--- config.mk ---
export PLATFORM = sky130hd
export DESIGN_NAME = nearest_three_cluster_select
export DESIGN_NICKNAME = d
export VERILOG_FILES = /design/src/hdl/ntcs_pkg.sv /design/src/hdl/nearest_three_cluster_select.sv /design/src/hdl/ntcs_front.sv /design/src/hdl/ntcs_queue.sv /design/src/hdl/ntcs_back.sv
export SDC_FILE = /design/constraint.sdc
export NUM_CORES = 1
export LEC_CHECK = 0
export BUFFER_PORTS_ARGS = -buffer_cell sky130_fd_sc_hd__buf_4
export CAP_MARGIN = 20
export CORE_AREA = 2 2 320 164
export DETAILED_ROUTE_END_ITERATION = 10
export DIE_AREA = 0 0 322 166
export PLACE_DENSITY = 0.68
export SYNTH_ARGS = -nofsm -noshare
export SYNTH_HDL_FRONTEND = slang
export SYNTH_SLANG_ARGS = --single-unit
export TNS_END_PERCENT = 30
--- constraint.sdc ---
create_clock -name clk_i -period 17.2 [get_ports clk_i]
set_input_delay 3.44 -clock clk_i [delete_from_list [all_inputs] [get_ports clk_i]]
set_output_delay 3.44 -clock clk_i [all_outputs]
set_load 0.005 [all_outputs]
--- src/hdl/ntcs_pkg.sv ---
// ----------------------------------------------------------------------------
// ntcs_pkg
// Shared types and constants for the nearest-three cluster selector.
// ----------------------------------------------------------------------------
`default_nettype none

package ntcs_pkg;

  // Field widths of the transaction payloads.
  localparam int IdxW   = 4;
  localparam int TotalW = 48;
  localparam int SizeW  = 17;
  localparam int MeanW  = 32;
  localparam int LabelW = 5;

  // Cluster indexes at or above this count are ignored.
  localparam int NumClusters = 16;

  // Mean encodings: all ones is infinity, saturated finite means stop one below.
  localparam logic [MeanW-1:0]  MeanInf   = '1;
  localparam logic [MeanW-1:0]  MeanSat   = MeanInf - MeanW'(1);
  localparam logic [LabelW-1:0] LabelNone = '1;

  // Division steps for the integer part that remains after the overflow check.
  localparam int DivSteps = MeanW;
  localparam int DivCntW  = $clog2(DivSteps);

  // What the back end has to do with one element.
  typedef enum logic [1:0] {
    KindSkip,    // out of range or empty other cluster
    KindOther,   // other cluster, mean = total / size
    KindOwn,     // own cluster, mean = total / (size - 1)
    KindOwnInf   // own cluster of size one or less
  } kind_e;

  // One classified element as it travels through the queue.
  typedef struct packed {
    kind_e             kind;
    logic [IdxW-1:0]   label;
    logic [TotalW-1:0] total;
    logic [SizeW-1:0]  den;
    logic              last;
  } item_t;

  // Back-end sequencer states.
  typedef enum logic [1:0] {
    StIdle,
    StDiv,
    StApply
  } back_state_e;

endpackage

`default_nettype wire

--- src/hdl/nearest_three_cluster_select.sv ---
// ----------------------------------------------------------------------------
// nearest_three_cluster_select
// Keeps the three smallest other-cluster mean distances of a point and its
// own-cluster mean, and reports them when the row's last element arrives.
// ----------------------------------------------------------------------------
//
//  Channel | Handshake               | Payload
//  --------+-------------------------+------------------------------------------
//  in      | in_valid_i / in_ready_o | cluster_index, own_cluster, cluster_total,
//          |                         | cluster_size, row_last
//  out     | out_valid_o/out_ready_i | nearest/second/third mean and label,
//          |                         | own_mean
//
//  An element passes through the back end without a division when none is
//  needed or when the quotient saturates; otherwise the divider resolves
//  one quotient bit per cycle over 32 steps.
//  The front accepts elements into a QueueDepth-entry queue while the back
//  end divides, so the input stalls only when the queue is full.
//  A row's result waits in the output register; the back end stalls on the
//  next row end only while that register is still occupied.
//  Reset clears the kept list to infinity with no label and the own mean to
//  infinity; no clearing pass is needed.
// ----------------------------------------------------------------------------
`default_nettype none

module nearest_three_cluster_select
  import ntcs_pkg::*;
#(
  parameter int QueueDepth = 2
) (
  input  wire logic                clk_i,
  input  wire logic                rst_ni,
  input  wire logic                in_valid_i,
  output logic                     in_ready_o,
  input  wire logic [IdxW-1:0]     cluster_index_i,
  input  wire logic [IdxW-1:0]     own_cluster_i,
  input  wire logic [TotalW-1:0]   cluster_total_i,
  input  wire logic [SizeW-1:0]    cluster_size_i,
  input  wire logic                row_last_i,
  output logic                     out_valid_o,
  input  wire logic                out_ready_i,
  output logic [MeanW-1:0]         nearest_mean_o,
  output logic signed [LabelW-1:0] nearest_label_o,
  output logic [MeanW-1:0]         second_mean_o,
  output logic signed [LabelW-1:0] second_label_o,
  output logic [MeanW-1:0]         third_mean_o,
  output logic signed [LabelW-1:0] third_label_o,
  output logic [MeanW-1:0]         own_mean_o
);

  logic  q_full;
  logic  q_empty;
  logic  q_push;
  logic  q_pop;
  item_t q_wr_item;
  item_t q_rd_item;

  // Front end: handshake and classification.
  ntcs_front u_front (
    .in_valid_i      (in_valid_i),
    .in_ready_o      (in_ready_o),
    .cluster_index_i (cluster_index_i),
    .own_cluster_i   (own_cluster_i),
    .cluster_total_i (cluster_total_i),
    .cluster_size_i  (cluster_size_i),
    .row_last_i      (row_last_i),
    .q_full_i        (q_full),
    .q_push_o        (q_push),
    .q_item_o        (q_wr_item)
  );

  // Queue between the two halves.
  ntcs_queue #(
    .Depth (QueueDepth)
  ) u_queue (
    .clk_i   (clk_i),
    .rst_ni  (rst_ni),
    .push_i  (q_push),
    .item_i  (q_wr_item),
    .full_o  (q_full),
    .pop_i   (q_pop),
    .item_o  (q_rd_item),
    .empty_o (q_empty)
  );

  // Back end: divider, top-three list and output register.
  ntcs_back u_back (
    .clk_i           (clk_i),
    .rst_ni          (rst_ni),
    .q_empty_i       (q_empty),
    .q_item_i        (q_rd_item),
    .q_pop_o         (q_pop),
    .out_valid_o     (out_valid_o),
    .out_ready_i     (out_ready_i),
    .nearest_mean_o  (nearest_mean_o),
    .nearest_label_o (nearest_label_o),
    .second_mean_o   (second_mean_o),
    .second_label_o  (second_label_o),
    .third_mean_o    (third_mean_o),
    .third_label_o   (third_label_o),
    .own_mean_o      (own_mean_o)
  );

endmodule

`default_nettype wire

--- src/hdl/ntcs_front.sv ---
// ----------------------------------------------------------------------------
// ntcs_front
// Accepts input transactions and classifies each element for the back end.
// ----------------------------------------------------------------------------
`default_nettype none

module ntcs_front
  import ntcs_pkg::*;
(
  input  wire logic              in_valid_i,
  output logic                   in_ready_o,
  input  wire logic [IdxW-1:0]   cluster_index_i,
  input  wire logic [IdxW-1:0]   own_cluster_i,
  input  wire logic [TotalW-1:0] cluster_total_i,
  input  wire logic [SizeW-1:0]  cluster_size_i,
  input  wire logic              row_last_i,
  input  wire logic              q_full_i,
  output logic                   q_push_o,
  output item_t                  q_item_o
);

  logic in_range;
  logic is_own;

  // The element is taken whenever the queue has room.
  assign in_ready_o = !q_full_i;
  assign q_push_o   = in_valid_i && !q_full_i;

  assign in_range = 32'(cluster_index_i) < NumClusters;
  assign is_own   = cluster_index_i == own_cluster_i;

  // Classify the element and pick the divisor.
  always_comb begin
    q_item_o.label = cluster_index_i;
    q_item_o.total = cluster_total_i;
    q_item_o.last  = row_last_i;
    q_item_o.den   = cluster_size_i;
    q_item_o.kind  = KindSkip;
    if (in_range && is_own) begin
      if (cluster_size_i > SizeW'(1)) begin
        q_item_o.kind = KindOwn;
        q_item_o.den  = cluster_size_i - SizeW'(1);
      end else begin
        q_item_o.kind = KindOwnInf;
      end
    end else if (in_range && (cluster_size_i != '0)) begin
      q_item_o.kind = KindOther;
    end
  end

endmodule

`default_nettype wire

--- src/hdl/ntcs_queue.sv ---
// ----------------------------------------------------------------------------
// ntcs_queue
// Short queue of classified elements between the front and the back end.
// ----------------------------------------------------------------------------
`default_nettype none

module ntcs_queue
  import ntcs_pkg::*;
#(
  parameter int Depth = 2
) (
  input  wire logic  clk_i,
  input  wire logic  rst_ni,
  input  wire logic  push_i,
  input  item_t      item_i,
  output logic       full_o,
  input  wire logic  pop_i,
  output item_t      item_o,
  output logic       empty_o
);

  localparam int PtrW = (Depth > 1) ? $clog2(Depth) : 1;
  localparam int CntW = $clog2(Depth + 1);

  item_t           slots_q [Depth];
  logic [PtrW-1:0] wr_ptr_q, wr_ptr_d;
  logic [PtrW-1:0] rd_ptr_q, rd_ptr_d;
  logic [CntW-1:0] count_q, count_d;

  assign full_o  = count_q == CntW'(Depth);
  assign empty_o = count_q == '0;
  assign item_o  = slots_q[rd_ptr_q];

  // Pointer and fill count update.
  always_comb begin
    wr_ptr_d = wr_ptr_q;
    rd_ptr_d = rd_ptr_q;
    count_d  = count_q;
    if (push_i) begin
      wr_ptr_d = (wr_ptr_q == PtrW'(Depth - 1)) ? '0 : wr_ptr_q + PtrW'(1);
    end
    if (pop_i) begin
      rd_ptr_d = (rd_ptr_q == PtrW'(Depth - 1)) ? '0 : rd_ptr_q + PtrW'(1);
    end
    if (push_i && !pop_i) begin
      count_d = count_q + CntW'(1);
    end else if (!push_i && pop_i) begin
      count_d = count_q - CntW'(1);
    end
  end

  always_ff @(posedge clk_i or negedge rst_ni) begin
    if (!rst_ni) begin
      wr_ptr_q <= '0;
      rd_ptr_q <= '0;
      count_q  <= '0;
    end else begin
      wr_ptr_q <= wr_ptr_d;
      rd_ptr_q <= rd_ptr_d;
      count_q  <= count_d;
    end
  end

  // Storage slots.
  always_ff @(posedge clk_i) begin
    if (push_i) begin
      slots_q[wr_ptr_q] <= item_i;
    end
  end

endmodule

`default_nettype wire

--- src/hdl/ntcs_back.sv ---
// ----------------------------------------------------------------------------
// ntcs_back
// Divides, keeps the three smallest means and the own mean, and emits a row.
// ----------------------------------------------------------------------------
`default_nettype none

module ntcs_back
  import ntcs_pkg::*;
(
  input  wire logic               clk_i,
  input  wire logic               rst_ni,
  input  wire logic               q_empty_i,
  input  item_t                   q_item_i,
  output logic                    q_pop_o,
  output logic                    out_valid_o,
  input  wire logic               out_ready_i,
  output logic [MeanW-1:0]        nearest_mean_o,
  output logic signed [LabelW-1:0] nearest_label_o,
  output logic [MeanW-1:0]        second_mean_o,
  output logic signed [LabelW-1:0] second_label_o,
  output logic [MeanW-1:0]        third_mean_o,
  output logic signed [LabelW-1:0] third_label_o,
  output logic [MeanW-1:0]        own_mean_o
);

  back_state_e        state_q, state_d;
  item_t              ent_q, ent_d;
  logic [SizeW-1:0]   rem_q, rem_d;
  logic [MeanW-1:0]   qn_q, qn_d;
  logic [DivCntW-1:0] cnt_q, cnt_d;

  logic [MeanW-1:0]  means_q  [3];
  logic [MeanW-1:0]  means_d  [3];
  logic [LabelW-1:0] labels_q [3];
  logic [LabelW-1:0] labels_d [3];
  logic [MeanW-1:0]  within_q, within_d;

  logic [MeanW-1:0]  upd_means  [3];
  logic [LabelW-1:0] upd_labels [3];
  logic [MeanW-1:0]  upd_within;

  logic              out_valid_q, out_valid_d;
  logic              out_load;

  logic [SizeW:0]    rem_sh;
  logic              q_bit;
  logic [SizeW-1:0]  rem_step;
  logic [MeanW-1:0]  qn_step;
  logic              ovf;
  logic [LabelW-1:0] new_label;

  // One restoring division step: shift in the next numerator bit, try subtract.
  assign rem_sh   = {rem_q, qn_q[MeanW-1]};
  assign q_bit    = rem_sh >= {1'b0, ent_q.den};
  assign rem_step = q_bit ? SizeW'(rem_sh - {1'b0, ent_q.den}) : rem_sh[SizeW-1:0];
  assign qn_step  = {qn_q[MeanW-2:0], q_bit};

  // The quotient needs more than 32 bits when the top numerator part reaches den.
  assign ovf = {1'b0, q_item_i.total[TotalW-1:MeanW]} >= q_item_i.den;

  assign new_label = {1'b0, ent_q.label};

  // Compare-insert into the sorted three-entry list; ties keep the older entry.
  always_comb begin
    upd_means  = means_q;
    upd_labels = labels_q;
    upd_within = within_q;
    case (ent_q.kind)
      KindOther: begin
        if (qn_q < means_q[0]) begin
          upd_means[2]  = means_q[1];
          upd_labels[2] = labels_q[1];
          upd_means[1]  = means_q[0];
          upd_labels[1] = labels_q[0];
          upd_means[0]  = qn_q;
          upd_labels[0] = new_label;
        end else if (qn_q < means_q[1]) begin
          upd_means[2]  = means_q[1];
          upd_labels[2] = labels_q[1];
          upd_means[1]  = qn_q;
          upd_labels[1] = new_label;
        end else if (qn_q < means_q[2]) begin
          upd_means[2]  = qn_q;
          upd_labels[2] = new_label;
        end
      end
      KindOwn, KindOwnInf: begin
        upd_within = qn_q;
      end
      default: begin
      end
    endcase
  end

  // Sequencer: fetch, divide, apply and emit.
  always_comb begin
    state_d     = state_q;
    ent_d       = ent_q;
    rem_d       = rem_q;
    qn_d        = qn_q;
    cnt_d       = cnt_q;
    means_d     = means_q;
    labels_d    = labels_q;
    within_d    = within_q;
    q_pop_o     = 1'b0;
    out_load    = 1'b0;
    out_valid_d = out_valid_q && !out_ready_i;
    unique case (state_q)
      StIdle: begin
        if (!q_empty_i) begin
          q_pop_o = 1'b1;
          ent_d   = q_item_i;
          state_d = StApply;
          if ((q_item_i.kind == KindOther) || (q_item_i.kind == KindOwn)) begin
            if (ovf) begin
              qn_d = MeanSat;
            end else begin
              rem_d   = {1'b0, q_item_i.total[TotalW-1:MeanW]};
              qn_d    = q_item_i.total[MeanW-1:0];
              cnt_d   = '0;
              state_d = StDiv;
            end
          end else begin
            qn_d = MeanInf;
          end
        end
      end
      StDiv: begin
        rem_d = rem_step;
        qn_d  = qn_step;
        cnt_d = cnt_q + DivCntW'(1);
        if (cnt_q == DivCntW'(DivSteps - 1)) begin
          qn_d    = (qn_step == MeanInf) ? MeanSat : qn_step;
          state_d = StApply;
        end
      end
      StApply: begin
        if (!ent_q.last) begin
          means_d  = upd_means;
          labels_d = upd_labels;
          within_d = upd_within;
          state_d  = StIdle;
        end else if (!out_valid_q || out_ready_i) begin
          out_load    = 1'b1;
          out_valid_d = 1'b1;
          means_d     = '{MeanInf, MeanInf, MeanInf};
          labels_d    = '{LabelNone, LabelNone, LabelNone};
          within_d    = MeanInf;
          state_d     = StIdle;
        end
      end
      default: begin
        state_d = StIdle;
      end
    endcase
  end

  always_ff @(posedge clk_i or negedge rst_ni) begin
    if (!rst_ni) begin
      state_q     <= StIdle;
      out_valid_q <= 1'b0;
      means_q     <= '{MeanInf, MeanInf, MeanInf};
      labels_q    <= '{LabelNone, LabelNone, LabelNone};
      within_q    <= MeanInf;
    end else begin
      state_q     <= state_d;
      out_valid_q <= out_valid_d;
      means_q     <= means_d;
      labels_q    <= labels_d;
      within_q    <= within_d;
    end
  end

  // Working registers of the divider.
  always_ff @(posedge clk_i) begin
    ent_q <= ent_d;
    rem_q <= rem_d;
    qn_q  <= qn_d;
    cnt_q <= cnt_d;
  end

  // Output register, loaded with the row's final list.
  always_ff @(posedge clk_i) begin
    if (out_load) begin
      nearest_mean_o  <= upd_means[0];
      nearest_label_o <= upd_labels[0];
      second_mean_o   <= upd_means[1];
      second_label_o  <= upd_labels[1];
      third_mean_o    <= upd_means[2];
      third_label_o   <= upd_labels[2];
      own_mean_o      <= upd_within;
    end
  end

  assign out_valid_o = out_valid_q;

`ifndef SYNTHESIS
  // The kept list stays in ascending order.
  a_sorted : assert property (@(posedge clk_i) disable iff (!rst_ni)
    (means_q[0] <= means_q[1]) && (means_q[1] <= means_q[2]))
    else $error("best means out of order");

  // An empty list slot always reads as infinity.
  a_none_inf : assert property (@(posedge clk_i) disable iff (!rst_ni)
    ((labels_q[0] != LabelNone) || (means_q[0] == MeanInf)) &&
    ((labels_q[1] != LabelNone) || (means_q[1] == MeanInf)) &&
    ((labels_q[2] != LabelNone) || (means_q[2] == MeanInf)))
    else $error("empty slot holds a finite mean");

  // A new row result is only loaded when the output register is free.
  a_no_overwrite : assert property (@(posedge clk_i) disable iff (!rst_ni)
    (out_load |-> (!out_valid_q || out_ready_i)))
    else $error("row result overwritten");

  // The queue is popped only from the idle state.
  a_pop_idle : assert property (@(posedge clk_i) disable iff (!rst_ni)
    (q_pop_o |-> (state_q == StIdle) && !q_empty_i))
    else $error("queue popped outside idle");
`endif

endmodule

`default_nettype wire
-- After elaboration in Yosys (flattened, before gate mapping)
Memories as Yosys holds them, arrays and structs flattened.
Cells that the tools add are included.
- memory bits (writable): 144
- register bits after elaboration: 371
- memories kept: 1
- logic and storage cells: 140
- output and inout port bits: 145
- memories (name ; words ; width ; read ports ; clocked after Yosys merged registers in ; wr ports ; RTL line ; RTL):
    u_queue.slots_q ; 2 ; 72 ; 1 ; 0 ; 1 ; ntcs_queue.sv:25 ; item_t slots_q [Depth];
- magnitude comparators: 6
- reductions and logical operators: 22
- bitwise gates (word level): 1
- equal/unequal tests: 17
- mux-type cells: 60
- $add $sub $neg: 7
- operators with widths (cell ; number):
    32-bit 2-to-1 mux ; 12
    96-bit 2-to-1 mux ; 3
    17-bit 2-to-1 mux ; 6
    32-bit less-than comparator ; 3
    64-bit 2-to-1 mux ; 1
    32-bit one-hot mux with 2 select lines ; 1
    15-bit 2-to-1 mux ; 3
    5-bit 2-to-1 mux ; 7
    17-bit one-hot mux with 2 select lines ; 1
    32-bit equality test, second input constant ; 1
    18-bit by 17-bit greater-or-equal comparator with 1-bit output ; 1
    2-bit 2-to-1 mux ; 9
    16-bit by 17-bit greater-or-equal comparator with 1-bit output ; 1
    17-bit by 1-bit > comparator with 1-bit output, second input constant ; 1
    17-bit nonzero test ; 1
    17-bit by 1-bit subtractor with 17-bit output, second input constant ; 1
    17-bit subtractor ; 1
    1-bit 2-to-1 mux ; 14
    2-bit equality test, second input constant ; 5
    10-bit 2-to-1 mux ; 1
    5-bit one-hot mux with 2 select lines ; 1
    2-bit by 1-bit equality test with 1-bit output, second input constant ; 3
    2-bit inequality test, second input constant ; 3
    2-bit one-hot mux with 3 select lines ; 1
    18 further kinds ; 32

-- Longest topological paths before layout
- depth after elaboration: 7
- gate-level depth with buffers: 15
- depth with buffers taken out: 11

-- Hierarchy
A second synthesis with hierarchy kept.
- cells, all modules: 2099
- area total of the unflattened synthesis: 25894.8 um^2
- by module, submodules not included (module ; seq. area each (um^2) ; instances ; area an instance (um^2) ; cells each):
    ntcs_back ; 10468.8 ; 1 ; 19243.5 ; 1730
    ntcs_queue ; 4424.2 ; 1 ; 5731.7 ; 240
    ntcs_front ; 0.0 ; 1 ; 919.6 ; 129

-- Least setup slack after synthesis
Ideal clock, no wire load.
- kind: input -> register
- start point: input port out_ready_i
- end point: register u_back.nearest_label_o[0], enable pin
- cell stages on the path: 2
- path slack: 7.065 ns
- library setup time: 0.648 ns
- arrival time: 9.487 ns
- required time: 16.552 ns
- cells stage by stage: nor2b_1 > nor2_1
- longest elaborated chain between the ends: 4
- RTL lines (element ; RTL line ; RTL):
    from (decl) ; nearest_three_cluster_select.sv:41 ; input wire logic out_ready_i,
    1-bit logical OR ; ntcs_back.sv:143 ; end else if (!out_valid_q || out_ready_i) begin
    1-bit 2-to-1 mux ; ntcs_back.sv:143 ;
    1-bit 2-to-1 mux ; ntcs_back.sv:138 ; if (!ent_q.last) begin
    1-bit 2-to-1 mux ; ntcs_back.sv:108 ; unique case (state_q)
    via u_back.out_load ; ntcs_back.sv:43 ; logic out_load;
    to (signal assigned) ; ntcs_back.sv:186 ; nearest_label_o <= upd_labels[0];
    to (decl) ; ntcs_back.sv:18 ; output logic signed [LabelW-1:0] nearest_label_o,
The timed path passes the listed nets, and every way through them passes these cells.
A chain may end at the register's enable or synchronous reset.

==> impl.org <==
** Final layout
- Antenna diode count :: 0
- Number of nets in the finished design :: 2324
- Cells with a size suffix above 1 make up 28.0% of the layout.
- In the layout the commonest cells are 365 x sky130_fd_sc_hd__edfxtp_1, 262 x sky130_fd_sc_hd__buf_4, 144 x sky130_fd_sc_hd__inv_1, 143 x sky130_fd_sc_hd__dfstp_2, 131 x sky130_fd_sc_hd__ha_1.
- Relative to the synthesized area, the layout overhead comes to 16.1%.
- Most common cell after layout, fill and taps aside :: sky130_fd_sc_hd__edfxtp_1

** Worst setup path
- Type of the setup path with the least slack :: input port to flip-flop
- Worst path slowest cell :: sky130_fd_sc_hd__a41oi_1
- CP arrival :: 5.78 ns
- Of all nets on the critical path, the largest fanout is 8.
- Data required time at the worst endpoint :: 17.53 ns
- Worst setup slack for register-to-register paths :: 12.03 ns
- Worst path cell trace :: buf_4 -> xnor2_1 -> nand4_1 -> a41oi_1 -> nand2_1 -> or3_1 -> nor3_1 -> xor2_1
- End of the worst register-to-register path :: u_back.third_mean_o[30]
- Delay of the slowest cell on the worst path :: 0.69 ns
- First element of the critical path :: own_cluster_i[3]
- Endpoint kind of the worst setup timing path :: flip-flop
- Critical path launch point type :: input port
- Number of cells traversed by the worst register-to-register path :: 11
- Reg2Reg Launch Point :: u_back.qn_q[17]

** Logic synthesis
- For this run, the number of Yosys warnings is 0.
- Of the synthesized area, sequential elements account for 59.6%.
- Yosys mapped a number of flops with a built-in enable equal to 365.
- Async SR Flop Fraction :: 29.1%
- Cell count after synthesis :: 1937
- Unique cell type count in the Yosys netlist :: 74
- Mapped Nets :: 2147
- Syn Area/Cell :: 12.9 sq um
- Post-synth design cell area :: 25000 sq um
- Flops & latches, synth :: 515
- In the synthesized netlist the dominant register cell turns out to be sky130_fd_sc_hd__edfxtp_1.

** Route
- In this run, the number of DRC markers left after iteration 0 of detailed routing was 2331.
- Initial DRT Pass Iterations :: 6
- Antenna-violating nets left :: 0
- WL per Instance :: 24.9 microns
- Routed vias :: 17500
- After detailed routing, the number of vias per cell comes to 6.21.
- Final routed DRC violation total :: 0
- Wires add up to 70200 microns.

** Global routing
- The number of antenna violations at the first check in global routing came to 1.
- Overflow left after global routing :: 0
- Vias in the first global route :: 16500
- First-pass GRT wire length :: 105000 microns
- Global routing used 26.0% of the available tracks.
- Entering global routing, the biggest net connects 92 pins.

** STA
- Min Tclk post-route :: 5.45 ns
- The number of slew-limit violations in the final report was 0.
- Of the available clock period, the critical path in the final layout requires 31.7%.
- RSZ-0062 raised after global routing :: false
- Number of setup violations in the final report :: 0
- For this run, the top clock speed supported by timing is 183 MHz.
- The final hold violation count came to 0.
- Between clock sinks in the finished design, the worst skew comes to 0.0206 ns.
- Headroom to the max-slew limit came out at 29.4%.
- Summed over all failing endpoints, the final setup total negative slack is 0 ns.
- Slew at the pin closest to its max-slew limit :: 1.06 ns
- Across all setup checks in the final design, the least slack found is 11.75 ns.

** Floorplanning
- Row generation in the floorplan step produced 59 rows.
- Die Height :: 166 microns
- Pin placement for this block handled 223 I/O pins.
- In this run the standard cell core region covers 50900 sq um.
- The floorplan step set the die width to 322 microns.
- The initial utilization of the core area, before any placement, comes to 49.1%.
- Overall die area :: 53500 sq um

** Status
- Status :: finished, final reports clean

** CTS
- CTS H-tree lvls :: 2
- The tree built by TritonCTS fans out to 515 sinks.
- In this run, post-CTS hold repair placed 0 buffers.
- Clock-pin slew on the worst setup and hold paths :: 0.06 ns
- TritonCTS created 47 clock buffers.
- TritonCTS built the clock tree.
- For the worst-skew pair, the clock arrives at the later sink with an insertion delay of 0.60 ns.
- The cell sitting at the root of the clock tree is a sky130_fd_sc_hd__clkbuf_16.
- The number of gates resized after CTS was 0.
- No sink is reached through more buffers than the 3 on the longest clock path.
- The number of setup buffers added after CTS is 0.

** Power and ir drop
- Worst-case vdd ir drop :: 117 uV
- Power per cell area :: 203 nW/um^2
- Leakage power summed over all cells :: 0.0116 uW

** Place
- Input and output buffers added on the ports amount to 222.
- Dpl ws :: 11.19 ns
- The HPWL after detailed placement is 48500 microns.
- Gpl congestion :: 0.900

** Hold path
- Path type of the worst min-delay path :: flip-flop to flip-flop
- HP Start :: u_back.labels_q[1]
- The path with the worst hold slack has its endpoint at u_back.labels_q[1].
- Worst hold stages :: 1

** Run
- The tool flagged a number of max-cap violations equal to 0.
## sequential cells by signal (all words and copies together) (netlist names), 2 cells and up
signal / cells
u_queue.slots_q: 144
u_back.means_q: 96
u_back.nearest_mean_o: 32
u_back.own_mean_o: 32
u_back.qn_q: 32
u_back.second_mean_o: 32
u_back.third_mean_o: 32
u_back.within_q: 32
u_back.ent_q: 24
u_back.rem_q: 17
u_back.labels_q: 15
u_back.cnt_q: 5
u_back.nearest_label_o: 5
u_back.second_label_o: 5
u_back.third_label_o: 5
u_back.state_q: 2
u_queue.count_q: 2
## stage by stage
stage | utilization [%] | cells | hold WS (ns) | total power (uW) | cell area (sq um)
6_report | 56.9 | 2824 | 0.504 | 5890 | 29000
5_1_grt | 56.9 | 2824 | 0.507 | 6190 | 29000
2_1_floorplan | - | 1937 | 0.461 | 3850 | 25000
3_3_place_gp | 53.7 | 2730 | 0.491 | 4660 | 27400
4_1_cts | 56.7 | 2819 | 0.504 | 5800 | 28900
3_5_place_dp | 53.8 | 2731 | 0.494 | 4740 | 27400
## final cells by class
cell class / count / area [sq um]
Timing Repair Buffer: 269 / 2120
Multi-Input combinational cell: 1136 / 9100
Clock buffer: 64 / 1290
Sequential cell: 515 / 14900
Fill cell: 4087 / 21900
Inverter: 145 / 544
Clock inverter: 24 / 208
Tap cell: 671 / 840
## metal layers
| metal | wire length [microns] | vias up | global-route usage (%) | share of wire, % |
|---|---|---|---|---|
| met4 | 828 | 0 | 4.08 | 1.2 |
| met3 | 7840 | 77 | 6.76 | 11 |
| met2 | 27600 | 924 | 33.6 | 39 |
| met1 | 33900 | 8711 | 43.3 | 48 |
| met5 | 0 | - | 0 | 0 |
| li1 | - | 7818 | - | - |
## power breakdown
| part | internal (uW) | leakage [uW] | switching (uW) |
|---|---|---|---|
| Sequential | 1890 | 0.00479 | 294 |
| Clock | 573 | 0.000733 | 475 |
| Combinational | 1000 | 0.00605 | 1660 |
| Total | 3460 | 0.0116 | 2430 |
## how the worst max path moves through the flow
stage,depth (start not counted),slack (ns),end
after floorplan,2,7.06,u_back.nearest_label_o[0]
after global placement,8,11.28,u_queue.slots_q[0][12]
after detailed placement,8,11.19,u_queue.slots_q[0][16]
after CTS,8,11.83,u_queue.slots_q[0][16]
after global routing,8,11.53,u_queue.slots_q[0][11]
final,8,11.75,u_queue.slots_q[0][16]
## synthesized netlist by cell type (all sizes together), types with 36 or more instances
| library cell | instances | area share [%] |
|---|---|---|
| o41ai | 37 | 1.4 |
| a22oi | 36 | 1.1 |
| dfstp | 143 | 15 |
| a2bb2oi | 72 | 2.5 |
| edfxtp | 365 | 44 |
| o31ai | 36 | 1.1 |
| inv | 145 | 2.2 |
| o22ai | 73 | 1.8 |
| a21oi | 98 | 2.0 |
| clkbuf | 98 | 1.5 |
| mux2i | 63 | 2.5 |
| buf | 43 | 0.76 |
| o22a | 68 | 2.4 |
| nor2 | 89 | 1.3 |
| o21ai | 36 | 0.74 |
| a31oi | 39 | 1.0 |
| mux2 | 91 | 4.1 |
| ha | 131 | 6.6 |
## cell families after synthesis
family          share of synthesized area, %
compound gates                          16.6
simple gates                            4.71
xor+xnor                                1.40
mux                                     6.63
fa+ha+maj                               6.64
buf+inv                                 4.41
flops                                   59.6
## worst max-delay path: cells and delay by family
kind / cells / cell delay (ns)
compound gates: 1 / 0.69
xor+xnor: 2 / 0.27
buf+inv: 1 / 0.11
simple gates: 4 / 1.26
Note: power is estimated with default switching activity, not from simulation.
